===== src/hdl/assert_macros.svh =====
// ----------------------------------------------------------------------------
// assert_macros.svh
// clocked assertion helpers shared by the frame receiver front and queue
// ----------------------------------------------------------------------------
`ifndef ASSERT_MACROS_SVH
`define ASSERT_MACROS_SVH

`ifndef NO_ASSERTIONS

// property must hold at every edge outside reset
`define ASSERT_CLK(lbl, clk, rstn, prop, msg) \
    lbl: assert property (@(posedge clk) disable iff (!rstn) (prop)) else $error(msg);

// condition must never be seen outside reset
`define ASSERT_NEVER(lbl, clk, rstn, cond, msg) \
    lbl: assert property (@(posedge clk) disable iff (!rstn) !(cond)) else $error(msg);

`else

`define ASSERT_CLK(lbl, clk, rstn, prop, msg)
`define ASSERT_NEVER(lbl, clk, rstn, cond, msg)

`endif

`endif


===== src/hdl/lpfr_pkg.sv =====
// ----------------------------------------------------------------------------
// lpfr_pkg
// types and constants of the length-prefixed frame receiver
// ----------------------------------------------------------------------------
`default_nettype none

package lpfr_pkg;

    localparam int unsigned HL_W  = 5;
    localparam int unsigned OFF_W = 4;
    localparam int unsigned LEN_W = 16;
    localparam int unsigned CFG_W = 16;
    localparam int unsigned IDX_W = 2;

    // register indexes of the configuration port
    localparam logic [IDX_W-1:0] CFG_HEADER_LENGTH = 2'd0;
    localparam logic [IDX_W-1:0] CFG_LENGTH_OFFSET = 2'd1;
    localparam logic [IDX_W-1:0] CFG_MAX_LENGTH    = 2'd2;

    localparam logic [HL_W-1:0]  RST_HEADER_LENGTH = 5'd8;
    localparam logic [OFF_W-1:0] RST_LENGTH_OFFSET = 4'd0;
    localparam logic [LEN_W-1:0] RST_MAX_LENGTH    = 16'd29000;

    // queue between front and back
    localparam int unsigned Q_DEPTH = 4;
    localparam int unsigned Q_AW    = 2;

    typedef struct packed {
        logic [HL_W-1:0]  header_length;
        logic [OFF_W-1:0] length_offset;
        logic [LEN_W-1:0] max_packet_length;
    } cfg_t;

    typedef struct packed {
        logic [7:0]       out_byte;
        logic             first_of_packet;
        logic             last_of_packet;
        logic             header_rejected;
        logic [LEN_W-1:0] packet_length;
    } entry_t;

endpackage

`default_nettype wire


===== src/hdl/lpfr_front.sv =====
// ----------------------------------------------------------------------------
// lpfr_front
// collects the header, checks the length field and queues packet bytes
// ----------------------------------------------------------------------------
`default_nettype none
`include "assert_macros.svh"

module lpfr_front #(
    parameter int unsigned HEADER_MAX = 16
) (
    input  wire logic            clk,
    input  wire logic            rst_n,
    input  wire lpfr_pkg::cfg_t  cfg,
    input  wire logic            push,
    output logic                 full,
    input  wire logic [7:0]      data_byte,
    output logic                 q_push,
    output lpfr_pkg::entry_t     q_entry,
    input  wire logic            q_full
);

    import lpfr_pkg::*;

    localparam int unsigned AW = (HEADER_MAX > 1) ? $clog2(HEADER_MAX) : 1;
    localparam int unsigned CW = $clog2(HEADER_MAX + 1);

    localparam logic [2:0] S_HDR   = 3'd0;
    localparam logic [2:0] S_P_HI  = 3'd1;
    localparam logic [2:0] S_P_LO  = 3'd2;
    localparam logic [2:0] S_P_CHK = 3'd3;
    localparam logic [2:0] S_H_RD  = 3'd4;
    localparam logic [2:0] S_H_WR  = 3'd5;
    localparam logic [2:0] S_BODY  = 3'd6;

    logic [2:0]       state_reg,   state_next;
    logic [CW-1:0]    count_reg,   count_next;
    logic [CW-1:0]    hl_reg,      hl_next;
    logic [AW-1:0]    off_reg,     off_next;
    logic [AW-1:0]    idx_reg,     idx_next;
    logic [7:0]       hi_reg,      hi_next;
    logic [LEN_W-1:0] len_reg,     len_next;
    logic [LEN_W-1:0] rem_reg,     rem_next;
    logic [7:0]       rd_data_reg;

    logic [7:0]       mem [HEADER_MAX];

    logic [CW-1:0]    hl_eff;
    logic [CW-1:0]    hl_m2;
    logic [AW-1:0]    off_eff;
    logic [CW-1:0]    count_inc;
    logic             accept;
    logic             wr_en;
    logic             rd_en;
    logic [AW-1:0]    rd_addr;
    logic [LEN_W-1:0] len_w;
    logic [LEN_W-1:0] hl_len;
    logic             hl_is_last;
    logic             emit_st;
    logic             idx_over;

    // header length clamped to the store, offset kept inside the header
    always_comb
    begin
        if (32'(cfg.header_length) < 32'd2)
        begin
            hl_eff = CW'(2);
        end
        else if (32'(cfg.header_length) > 32'(HEADER_MAX))
        begin
            hl_eff = CW'(HEADER_MAX);
        end
        else
        begin
            hl_eff = CW'(cfg.header_length);
        end
        hl_m2 = hl_eff - CW'(2);
        if (32'(cfg.length_offset) > 32'(hl_m2))
        begin
            off_eff = AW'(hl_m2);
        end
        else
        begin
            off_eff = AW'(cfg.length_offset);
        end
    end

    assign full      = (state_reg == S_BODY) ? q_full : (state_reg != S_HDR);
    assign accept    = push && !full;
    assign count_inc = count_reg + CW'(1);
    assign wr_en     = accept && (state_reg == S_HDR);
    assign len_w     = {hi_reg, rd_data_reg};
    assign hl_len    = LEN_W'(hl_reg);
    assign hl_is_last = (CW'(idx_reg) == (hl_reg - CW'(1)));

    always_comb
    begin
        state_next = state_reg;
        count_next = count_reg;
        hl_next    = hl_reg;
        off_next   = off_reg;
        idx_next   = idx_reg;
        hi_next    = hi_reg;
        len_next   = len_reg;
        rem_next   = rem_reg;
        rd_en      = 1'b0;
        rd_addr    = off_reg;
        q_push     = 1'b0;
        q_entry    = '0;

        case (state_reg)
            S_HDR:
            begin
                if (accept)
                begin
                    if (count_inc >= hl_eff)
                    begin
                        count_next = '0;
                        hl_next    = hl_eff;
                        off_next   = off_eff;
                        state_next = S_P_HI;
                    end
                    else
                    begin
                        count_next = count_inc;
                    end
                end
            end
            S_P_HI:
            begin
                rd_en      = 1'b1;
                rd_addr    = off_reg;
                state_next = S_P_LO;
            end
            S_P_LO:
            begin
                hi_next    = rd_data_reg;
                rd_en      = 1'b1;
                rd_addr    = off_reg + AW'(1);
                state_next = S_P_CHK;
            end
            S_P_CHK:
            begin
                if ((len_w < hl_len) || (len_w > cfg.max_packet_length))
                begin
                    q_entry.header_rejected = 1'b1;
                    q_entry.packet_length   = len_w;
                    if (!q_full)
                    begin
                        q_push     = 1'b1;
                        state_next = S_HDR;
                    end
                end
                else
                begin
                    len_next   = len_w;
                    idx_next   = '0;
                    state_next = S_H_RD;
                end
            end
            S_H_RD:
            begin
                rd_en      = 1'b1;
                rd_addr    = idx_reg;
                state_next = S_H_WR;
            end
            S_H_WR:
            begin
                q_entry.out_byte        = rd_data_reg;
                q_entry.first_of_packet = (idx_reg == '0);
                q_entry.last_of_packet  = (len_reg == hl_len) && hl_is_last;
                q_entry.packet_length   = len_reg;
                if (!q_full)
                begin
                    q_push = 1'b1;
                    if (hl_is_last)
                    begin
                        if (len_reg > hl_len)
                        begin
                            rem_next   = len_reg - hl_len;
                            state_next = S_BODY;
                        end
                        else
                        begin
                            state_next = S_HDR;
                        end
                    end
                    else
                    begin
                        idx_next   = idx_reg + AW'(1);
                        state_next = S_H_RD;
                    end
                end
            end
            S_BODY:
            begin
                q_entry.out_byte       = data_byte;
                q_entry.last_of_packet = (rem_reg <= LEN_W'(1));
                q_entry.packet_length  = len_reg;
                if (accept)
                begin
                    q_push = 1'b1;
                    if (rem_reg <= LEN_W'(1))
                    begin
                        rem_next   = '0;
                        count_next = '0;
                        state_next = S_HDR;
                    end
                    else
                    begin
                        rem_next = rem_reg - LEN_W'(1);
                    end
                end
            end
            default:
            begin
                state_next = S_HDR;
            end
        endcase
    end

    always_ff @(posedge clk or negedge rst_n)
    begin
        if (!rst_n)
        begin
            state_reg <= S_HDR;
            count_reg <= '0;
            rem_reg   <= '0;
        end
        else
        begin
            state_reg <= state_next;
            count_reg <= count_next;
            rem_reg   <= rem_next;
        end
    end

    always_ff @(posedge clk)
    begin
        hl_reg  <= hl_next;
        off_reg <= off_next;
        idx_reg <= idx_next;
        hi_reg  <= hi_next;
        len_reg <= len_next;
    end

    // header store, one write and one registered read port
    always_ff @(posedge clk)
    begin
        if (wr_en)
        begin
            mem[count_reg[AW-1:0]] <= data_byte;
        end
        if (rd_en)
        begin
            rd_data_reg <= mem[rd_addr];
        end
    end

    assign emit_st  = (state_reg == S_P_CHK) || (state_reg == S_H_WR) || (state_reg == S_BODY);
    assign idx_over = (CW'(idx_reg) >= hl_reg);

    `ASSERT_CLK(a_push_state, clk, rst_n, q_push |-> emit_st, "push outside emitting state")
    `ASSERT_CLK(a_body_rem, clk, rst_n, state_reg == S_BODY |-> rem_reg != '0, "body count zero")
    `ASSERT_NEVER(a_hdr_idx, clk, rst_n, state_reg == S_H_WR && idx_over, "index past header")

endmodule

`default_nettype wire


===== src/hdl/lpfr_fifo.sv =====
// ----------------------------------------------------------------------------
// lpfr_fifo
// short queue of result entries between front and back
// ----------------------------------------------------------------------------
`default_nettype none
`include "assert_macros.svh"

module lpfr_fifo (
    input  wire logic              clk,
    input  wire logic              rst_n,
    input  wire logic              push,
    input  wire lpfr_pkg::entry_t  wr_entry,
    output logic                   full,
    input  wire logic              pop,
    output lpfr_pkg::entry_t       head,
    output logic                   empty
);

    import lpfr_pkg::*;

    entry_t          slots [Q_DEPTH];
    logic [Q_AW-1:0] wr_ptr_reg, wr_ptr_next;
    logic [Q_AW-1:0] rd_ptr_reg, rd_ptr_next;
    logic [Q_AW:0]   count_reg,  count_next;
    logic            do_push;
    logic            do_pop;

    assign full    = (count_reg == (Q_AW+1)'(Q_DEPTH));
    assign empty   = (count_reg == '0);
    assign head    = slots[rd_ptr_reg];
    assign do_push = push && !full;
    assign do_pop  = pop && !empty;

    always_comb
    begin
        wr_ptr_next = do_push ? wr_ptr_reg + Q_AW'(1) : wr_ptr_reg;
        rd_ptr_next = do_pop  ? rd_ptr_reg + Q_AW'(1) : rd_ptr_reg;
        count_next  = count_reg;
        if (do_push && !do_pop)
        begin
            count_next = count_reg + (Q_AW+1)'(1);
        end
        else if (do_pop && !do_push)
        begin
            count_next = count_reg - (Q_AW+1)'(1);
        end
    end

    always_ff @(posedge clk or negedge rst_n)
    begin
        if (!rst_n)
        begin
            wr_ptr_reg <= '0;
            rd_ptr_reg <= '0;
            count_reg  <= '0;
        end
        else
        begin
            wr_ptr_reg <= wr_ptr_next;
            rd_ptr_reg <= rd_ptr_next;
            count_reg  <= count_next;
        end
    end

    always_ff @(posedge clk)
    begin
        if (do_push)
        begin
            slots[wr_ptr_reg] <= wr_entry;
        end
    end

    `ASSERT_NEVER(a_overflow, clk, rst_n, push && full, "push into a full queue")
    `ASSERT_NEVER(a_count_bound, clk, rst_n, count_reg > (Q_AW+1)'(Q_DEPTH), "count above depth")

endmodule

`default_nettype wire


===== src/hdl/lpfr_back.sv =====
// ----------------------------------------------------------------------------
// lpfr_back
// output register stage that drains the queue toward the consumer
// ----------------------------------------------------------------------------
`default_nettype none

module lpfr_back (
    input  wire logic              clk,
    input  wire logic              rst_n,
    input  wire logic              q_empty,
    input  wire lpfr_pkg::entry_t  q_head,
    output logic                   q_pop,
    output logic                   empty,
    input  wire logic              pop,
    output lpfr_pkg::entry_t       out_entry
);

    import lpfr_pkg::*;

    logic   valid_reg, valid_next;
    entry_t entry_reg;
    logic   taken;

    assign taken = pop && valid_reg;
    // refill when the stage is free or being drained this cycle
    assign q_pop = !q_empty && (!valid_reg || taken);

    always_comb
    begin
        valid_next = valid_reg;
        if (q_pop)
        begin
            valid_next = 1'b1;
        end
        else if (taken)
        begin
            valid_next = 1'b0;
        end
    end

    always_ff @(posedge clk or negedge rst_n)
    begin
        if (!rst_n)
        begin
            valid_reg <= 1'b0;
        end
        else
        begin
            valid_reg <= valid_next;
        end
    end

    always_ff @(posedge clk)
    begin
        if (q_pop)
        begin
            entry_reg <= q_head;
        end
    end

    assign empty     = !valid_reg;
    assign out_entry = entry_reg;

endmodule

`default_nettype wire


===== src/hdl/length_prefixed_frame_receiver.sv =====
// ----------------------------------------------------------------------------
// length_prefixed_frame_receiver
// deframes a byte stream into length-prefixed packets
// ----------------------------------------------------------------------------
// input side is a queue write port: a byte transfers when push is high and
// full is low. result side is a queue read port: the oldest result sits on
// the result ports while empty is low and transfers when pop is high.
// header bytes are taken one per cycle. after the last header byte full
// stays high while the length field is read back from the header store
// and checked and, for an accepted header, while the header is replayed
// byte by byte through the single store read port. body bytes then
// transfer one per cycle while the queue is not full.
// a result passes through a queue slot and then the output register before
// it reaches the ports, and so does a body byte once it transfers in.
// if the receiver stalls, the 4-entry queue and the output register fill
// and full rises once a header is collected; nothing is dropped.
// reset returns to header collection and loads the register defaults
// (header length 8, offset 0, limit 29000). the header store needs no
// clearing: only bytes of the current header are ever read.
// ----------------------------------------------------------------------------
`default_nettype none

module length_prefixed_frame_receiver #(
    parameter int unsigned HEADER_MAX = 16
) (
    input  wire logic                       clk,
    input  wire logic                       rst_n,
    input  wire logic                       cfg_write,
    input  wire logic [lpfr_pkg::IDX_W-1:0] cfg_addr,
    input  wire logic [lpfr_pkg::CFG_W-1:0] cfg_data,
    input  wire logic                       push,
    output logic                            full,
    input  wire logic [7:0]                 data_byte,
    output logic                            empty,
    input  wire logic                       pop,
    output logic [7:0]                      out_byte,
    output logic                            first_of_packet,
    output logic                            last_of_packet,
    output logic                            header_rejected,
    output logic [lpfr_pkg::LEN_W-1:0]      packet_length
);

    import lpfr_pkg::*;

    cfg_t   cfg_reg, cfg_next;
    entry_t q_wr_entry;
    entry_t q_head;
    entry_t out_entry;
    logic   q_push;
    logic   q_full;
    logic   q_pop;
    logic   q_empty;

    always_comb
    begin
        cfg_next = cfg_reg;
        if (cfg_write)
        begin
            case (cfg_addr)
                CFG_HEADER_LENGTH: cfg_next.header_length     = cfg_data[HL_W-1:0];
                CFG_LENGTH_OFFSET: cfg_next.length_offset     = cfg_data[OFF_W-1:0];
                CFG_MAX_LENGTH:    cfg_next.max_packet_length = cfg_data[LEN_W-1:0];
                default:           cfg_next = cfg_reg;
            endcase
        end
    end

    always_ff @(posedge clk or negedge rst_n)
    begin
        if (!rst_n)
        begin
            cfg_reg.header_length     <= RST_HEADER_LENGTH;
            cfg_reg.length_offset     <= RST_LENGTH_OFFSET;
            cfg_reg.max_packet_length <= RST_MAX_LENGTH;
        end
        else
        begin
            cfg_reg <= cfg_next;
        end
    end

    lpfr_front #(
        .HEADER_MAX (HEADER_MAX)
    ) u_front (
        .clk       (clk),
        .rst_n     (rst_n),
        .cfg       (cfg_reg),
        .push      (push),
        .full      (full),
        .data_byte (data_byte),
        .q_push    (q_push),
        .q_entry   (q_wr_entry),
        .q_full    (q_full)
    );

    lpfr_fifo u_fifo (
        .clk      (clk),
        .rst_n    (rst_n),
        .push     (q_push),
        .wr_entry (q_wr_entry),
        .full     (q_full),
        .pop      (q_pop),
        .head     (q_head),
        .empty    (q_empty)
    );

    lpfr_back u_back (
        .clk       (clk),
        .rst_n     (rst_n),
        .q_empty   (q_empty),
        .q_head    (q_head),
        .q_pop     (q_pop),
        .empty     (empty),
        .pop       (pop),
        .out_entry (out_entry)
    );

    assign out_byte        = out_entry.out_byte;
    assign first_of_packet = out_entry.first_of_packet;
    assign last_of_packet  = out_entry.last_of_packet;
    assign header_rejected = out_entry.header_rejected;
    assign packet_length   = out_entry.packet_length;

endmodule

`default_nettype wire

===== config.mk =====
export PLATFORM = sky130hd
export DESIGN_NAME = length_prefixed_frame_receiver
export DESIGN_NICKNAME = d
export VERILOG_FILES = /design/src/hdl/lpfr_pkg.sv /design/src/hdl/lpfr_front.sv /design/src/hdl/lpfr_fifo.sv /design/src/hdl/lpfr_back.sv /design/src/hdl/length_prefixed_frame_receiver.sv
export VERILOG_INCLUDE_DIRS = /design/src /design/src/hdl
export SDC_FILE = /design/constraint.sdc
export NUM_CORES = 1
export LEC_CHECK = 0
export BUFFER_PORTS_ARGS = -buffer_cell sky130_fd_sc_hd__buf_2
export CAP_MARGIN = 15
export CORE_ASPECT_RATIO = 0.8
export CORE_MARGIN = 3
export CORE_UTILIZATION = 50
export CTS_CLUSTER_DIAMETER = 100
export DETAILED_ROUTE_END_ITERATION = 10
export GPL_ROUTABILITY_DRIVEN = 0
export GPL_TIMING_DRIVEN = 0
export PLACE_DENSITY_LB_ADDON = 0.3
export SKIP_CTS_REPAIR_TIMING = 1
export SLEW_MARGIN = 20
export SYNTH_ARGS = -nofsm -noshare
export SYNTH_HDL_FRONTEND = slang
export SYNTH_SLANG_ARGS = --single-unit

===== constraint.sdc =====
create_clock -name clk -period 4.8 [get_ports clk]
set_input_delay 0.48 -clock clk [delete_from_list [all_inputs] [get_ports clk]]
set_output_delay 0.48 -clock clk [all_outputs]
set_load 0.03 [all_outputs]

# Word-level counts from Yosys, hierarchy flattened
# Memory sizes are Yosys's and may differ from the RTL's. A register that Yosys moved wholly into a read port is not among the register bits.
# Cells that the tools add are included.
word_totals:
  memories: 2
  regBits: 94
  ram_bits: 236
op_classes:
  mux: 49
  addsub: 11
  bitwise: 1
  order_cmp: 8
  n_reduce_logical: 38
  n_eq_ne: 21
mem_list:
  columns: ["name", "words", "width", "rd", "rd_clocked_by_memory_dff", "wr", "line", "rtl"]
  rows:
  - ["u_front.mem", 16, 8, 1, 1, 1, "lpfr_front.sv:45", "logic [7:0] mem [HEADER_MAX];"]
  - ["u_fifo.slots", 4, 27, 1, 1, 1, "lpfr_fifo.sv:21", "entry_t slots [Q_DEPTH];"]
ops:
  columns: ["cell", "count"]
  rows:
  - ["$mux 16", 5]
  - ["$pmux 16 s2", 2]
  - ["$mux 3", 11]
  - ["$mux 5", 6]
  - ["$pmux 3 s7", 1]
  - ["$mux 17", 1]
  - ["$eq 16x5->1", 1]
  - ["$gt 16x16->1", 1]
  - ["$gt 16x5->1", 1]
  - ["$le 16x1->1 const B", 1]
  - ["$lt 16x5->1", 1]
  - ["$mux 4", 4]
  - ["$pmux 4 s2", 2]
  - ["$pmux 8 s2", 1]
  - ["$sub 16x1->16 const B", 1]
  - ["$sub 16x5->16", 1]
  - ["$mux 1", 13]
  - ["$eq 3x3->1 const B", 4]
  - ["$ne 2x2->1 const B", 5]
  - ["$pmux 5 s2", 1]
  - ["$reduce_bool 2->1", 5]
  - ["$logic_and 1x1->1", 9]
  - ["$add 4x1->4 const B", 2]
  - ["$ne 2x1->1 const B", 4]
  - ["other kinds (32)", 45]

# Longest topological paths before layout
depth:
  ltp_word: 11
  depth_mapped: 14

# By module
# A second synthesis with hierarchy kept.
unflattened:
  hier_cells: 1108
  area_unflattened_um2: 16300.6
modules_own_cells:
  columns: ["mod", "cells_per_inst", "n_inst", "area_per_inst_um2", "seq_area_each_um2"]
  rows:
  - ["lpfr_front", 845, 1, 10108.4, 5795.6]
  - ["lpfr_fifo", 177, 1, 4327.9, 3418.3]
  - ["length_prefixed_frame_receiver", 54, 1, 1011.0, 634.4]
  - ["lpfr_back", 32, 1, 853.3, 835.8]

# Worst setup path before layout
# OpenSTA, ideal clock, no wires.
synth_path:
  kind: "in2reg"
  start: "input pop"
  end: "register u_fifo.count_reg[1]"
  arrival_time_ps: 3116
  required_ps: 4675
  path_stages: 7
  path_slack_ps: 1559
  setup_time_ps: 125
  cell_sequence: "inv_1 a21oi_1 inv_1 ha_1 inv_1 fa_1 mux2_2"
synth_between:
  elab_chain_len: 7
  word_cells_on_any_way: 9
  classes_between: "mux: 1; reduce/logical: 8"
synth_rtl:
  columns: ["element", "line", "rtl"]
  rows:
  - ["start, declared", "length_prefixed_frame_receiver.sv:35", "input wire logic pop,"]
  - ["$logic_and 1x1->1", "lpfr_back.sv:24", "assign taken = pop && valid_reg;"]
  - ["$logic_or 1x1->1", "lpfr_back.sv:26", "assign q_pop = !q_empty && (!valid_reg || taken);"]
  - ["$logic_and 1x1->1", "lpfr_back.sv:26", null]
  - ["named net q_pop", "length_prefixed_frame_receiver.sv:51", "logic q_pop;"]
  - ["$logic_and 1x1->1", "lpfr_fifo.sv:32", "assign do_pop = pop && !empty;"]
  - ["$logic_not 1->1", "lpfr_fifo.sv:39", "if (do_push && !do_pop)"]
  - ["$logic_and 1x1->1", "lpfr_fifo.sv:39", null]
  - ["$mux 3", "lpfr_fifo.sv:39", null]
  - ["named net u_fifo.count_next[1]", "lpfr_fifo.sv:24", "logic [Q_AW:0] count_reg, count_next;"]
  - ["end signal, assigned", "lpfr_fifo.sv:61", "count_reg <= count_next;"]
  - ["end, declared", "lpfr_fifo.sv:24", null]
# The timed path passes the listed nets, and every way through them passes these cells.
# A chain may end at the register's enable or synchronous reset.

# Worst setup path after layout
layout_path:
  start: "register u_front.hi_reg[5]"
  end: "register u_fifo.count_reg[2]"
layout_between:
  elab_chain_len: 8
  word_cells_on_any_way: 11
  classes_between: "order compare: 2; mux: 3; reduce/logical: 6"
layout_rtl:
  columns: ["element", "line", "rtl"]
  rows:
  - ["start, declared", "lpfr_front.sv:40", "logic [7:0] hi_reg, hi_next;"]
  - ["start signal, assigned", "lpfr_front.sv:242", "hi_reg <= hi_next;"]
  - ["$lt 16x5->1 or $gt 16x16->1 (tied branches)", "lpfr_front.sv:143", "if ((len_w < hl_len) || (len_w > cfg.max_packet_length))"]
  - ["$logic_or 1x1->1 (*)", "lpfr_front.sv:143", null]
  - ["$mux 1 (*)", "lpfr_front.sv:143", null]
  - ["$pmux 1 s3 (*)", "lpfr_front.sv:110", "case (state_reg)"]
  - ["$logic_and 1x1->1 (*)", "lpfr_fifo.sv:31", "assign do_push = push && !full;"]
  - ["named net u_fifo.do_push", "lpfr_fifo.sv:25", "logic do_push;"]
  - ["$logic_not 1->1", "lpfr_fifo.sv:43", "else if (do_pop && !do_push)"]
  - ["$logic_and 1x1->1", "lpfr_fifo.sv:43", null]
  - ["$reduce_bool 2->1 (no line)", null, null]
# The timed path passes the listed nets; every way through them passes the cells marked *.

==> out/results.md <==
* complete, no violations — result of the run
* 0.0238 ns — clock skew
* 1,104 — synthesized instance count
* 0 — diodes inserted
* 38 — maximum number of pins on one net before global-route repair
* 610 nW/um^2 — Pwr per Cell Area
* false — setup repair after global routing missed its margin
* 128 — max FFs per register
* 3.90 ns — crit path time final
* pop — worst hold path startpoint
* 1.04 ns — Least-Margin Pin Slew
* 0.256 GHz — maximum frequency from static timing analysis
* 51.7% — effective utilization at floorplan
* 5.87 — post-detailed-route via-to-cell ratio
* 16,000 sq um — post-synthesis cell area
* 2 — H-tree depth
* 0 — remaining antenna violation count after routing
* 5.26 ns — Worst Path Required
* 0 — number of max-capacitance violations reported
* 0 ns — post-route setup TNS
* 53,800 um — global-route wire length before repair
* reg2reg — category of the most critical setup path
* sky130_fd_sc_hd__edfxtp_1 (58%), sky130_fd_sc_hd__dfrtp_1 (7.8%), sky130_fd_sc_hd__ha_1 (3.9%) — most area-consuming cells after synthesis
* 24,100 um — post-detailed-placement half-perimeter wirelength
* 1,187 — synthesized net count
* yes — CTS tree
* 206 um — width of the die
* 1 — antenna violations before repair
* 7 — largest fanout of any net on the critical path
* 14.5 sq um — post-synthesis area per instance
* 81.3% — period utilisation layout
* flop — kind of start point of the critical path
* 66.9% — share of synthesized area occupied by flip-flops and latches
* 365 — #FFs+latches synth
* 57.9% — proportion of netlist area held by the largest area contributor
* sky130_fd_sc_hd__clkbuf_16 — Root Buffer
* 16,800 sq um — area post-placement
* 60 — number of primary I/O pins
* 0.279 mV — peak supply drop
* 166 um — vertical die dimension
* 892 — DRC violation total after the first TritonRoute iteration
* 5 — length of the first detailed-routing pass in iterations
* 1,288 — final net count
* u_front.hi_reg[5]$_DFFE_PP_ — source of the critical timing path
* 4.36 ns — signal arrival time at the worst endpoint
* 0 — remaining global-route overflow
* 11.0 mW — post-layout power
* 74 — distinct cell type count of the synthesized netlist
* 34,400 um — total wire length
* sky130_fd_sc_hd__edfxtp_1 — most common cell after layout, fill and taps aside
* 20.9 um — Routed wire per std cell
* 0 — max-slew violation count
* 57 — number of core rows
* 0.151 ns — WHS
* 15.6% — asr flop ratio synth
* in2reg — HP Class
* 9,675 — DR vias
* sky130_fd_sc_hd__edfxtp_1 — most common flop cell mapped by yosys
* 20.3% — total global routing track utilization
* 0.06 ns — Clock transition at path regs
* u_front.hi_reg[5]$_DFFE_PP_ — launching point of the worst reg2reg path
* 30.2% — Rel. slew slack
* 308 — Post-synth EDFFs
* 0 — yosys warns
* 0.53 ns — Clock Latency Late Sink
* sky130_fd_sc_hd__edfxtp_1 — library cell with the largest summed area after synthesis
* 0 — DRC violation count after routing
* 13.2% — area growth from synthesis to final layout
* 0 — number of setup violations in the final report
* 3 — maximum clock insertion buffer count
* 6.57 nW — reported leakage power
* 18,100 sq um — final instance area
* 37 — number of CTS-inserted buffers
* flop — CP endpoint kind
* 0 — number of hold-slack violations in the final timing report
* 34,100 sq um — DIE AREA
* 18.0% — share of post-route cells with drive strength above 1
* 9,423 — vias in the first global route
* 30,900 sq um — total core area
* 365 — CTS sink count
* sky130_fd_sc_hd__edfxtp_1 (308), sky130_fd_sc_hd__nand2_1 (124), sky130_fd_sc_hd__buf_2 (74), sky130_fd_sc_hd__nor2_1 (54) — commonest cells after routing, fill and taps aside
* 59 — number of port buffers
## metal layers
| metal | vias to the layer above | global-route usage (%) | share of wire, % |
|---|---|---|---|
| li1 | 4448 | - | - |
| met1 | 4759 | 31.4 | 46 |
| met2 | 415 | 28.7 | 43 |
| met3 | 51 | 6.29 | 9.9 |
| met4 | 2 | 3.95 | 1.5 |
| met5 | - | 0 | 0.038 |
## cell usage after synthesis (11+ instances only)
library cell	count
sky130_fd_sc_hd__a31oi_1	11
sky130_fd_sc_hd__inv_1	50
sky130_fd_sc_hd__o21ai_0	38
sky130_fd_sc_hd__nand2_1	124
sky130_fd_sc_hd__a21oi_1	25
sky130_fd_sc_hd__edfxtp_1	308
sky130_fd_sc_hd__ha_1	50
sky130_fd_sc_hd__nor2_1	54
sky130_fd_sc_hd__buf_2	16
sky130_fd_sc_hd__mux2_2	27
sky130_fd_sc_hd__clkbuf_1	23
sky130_fd_sc_hd__xor2_1	13
sky130_fd_sc_hd__dfrtp_1	50
sky130_fd_sc_hd__a32oi_1	21
sky130_fd_sc_hd__a22o_1	31
sky130_fd_sc_hd__nor3_1	24
sky130_fd_sc_hd__mux2i_1	21
sky130_fd_sc_hd__xnor2_1	17
sky130_fd_sc_hd__mux4_2	27
sky130_fd_sc_hd__and2_1	13
## power breakdown
group	total (mW)	switching [mW]	internal, mW
clock	2.85	1.20	1.65
combinational	3.58	2.28	1.30
sequential	4.60	0.397	4.20
total	11.0	3.87	7.15
## final cells by class
type | instances | area, sq um
fill | 2363 | 12800
clock inverter | 26 | 256
timing repair buffer | 62 | 355
inverter | 50 | 188
sequential | 365 | 10700
multi-input combinational | 647 | 4940
clock buffer | 42 | 945
buffer | 42 | 189
tap | 413 | 517
## worst max-delay path, cell delays in order, from the launching register on
cell,delay [ns]
sky130_fd_sc_hd__edfxtp_1,0.53
sky130_fd_sc_hd__ha_1,0.36
sky130_fd_sc_hd__nand4_1,0.17
sky130_fd_sc_hd__nor4_1,0.41
sky130_fd_sc_hd__a21boi_0,0.23
sky130_fd_sc_hd__o31ai_1,0.16
sky130_fd_sc_hd__and2_1,0.22
sky130_fd_sc_hd__a21oi_1,0.56
sky130_fd_sc_hd__ha_1,0.31
sky130_fd_sc_hd__inv_1,0.06
sky130_fd_sc_hd__fa_1,0.37
sky130_fd_sc_hd__xor2_1,0.17
sky130_fd_sc_hd__nor2_1,0.13
sky130_fd_sc_hd__xor2_1,0.16
## per-stage QoR
step                setup slack [ns]  std cells  util, %
floorplan                       1.56       1104        -
global placement               0.592       1576     54.3
global route                   0.574       1647     58.5
finish                         0.900       1647     58.5
CTS                            0.865       1646     58.4
detailed placement             0.867       1578     54.6
## cells by family after synthesis
| kind of cell | share of synthesized area (%) |
|---|---|
| mux | 7.03 |
| flops | 66.9 |
| xor+xnor | 1.65 |
| simple gates | 9.08 |
| buf+inv | 2.36 |
| compound gates | 8.78 |
| fa+ha+maj | 4.17 |
## final timing paths
kind                                              endpoint  slack (ns)  cells past startpoint
min                           u_back.valid_reg$_DFFE_PN0P_        0.15                      2
max in group asynchronous          cfg_reg[12]$_DFFE_PN1P_        3.83                      3
max reg2reg                u_fifo.count_reg[2]$_DFFE_PN0P_        0.90                     13
max                        u_fifo.count_reg[2]$_DFFE_PN0P_        0.90                     13
min reg2reg                        cfg_reg[11]$_DFFE_PN0P_        0.50                      1
min in group asynchronous          cfg_reg[21]$_DFFE_PN0P_        0.38                      2
Note: power is estimated with default switching activity, not from simulation.
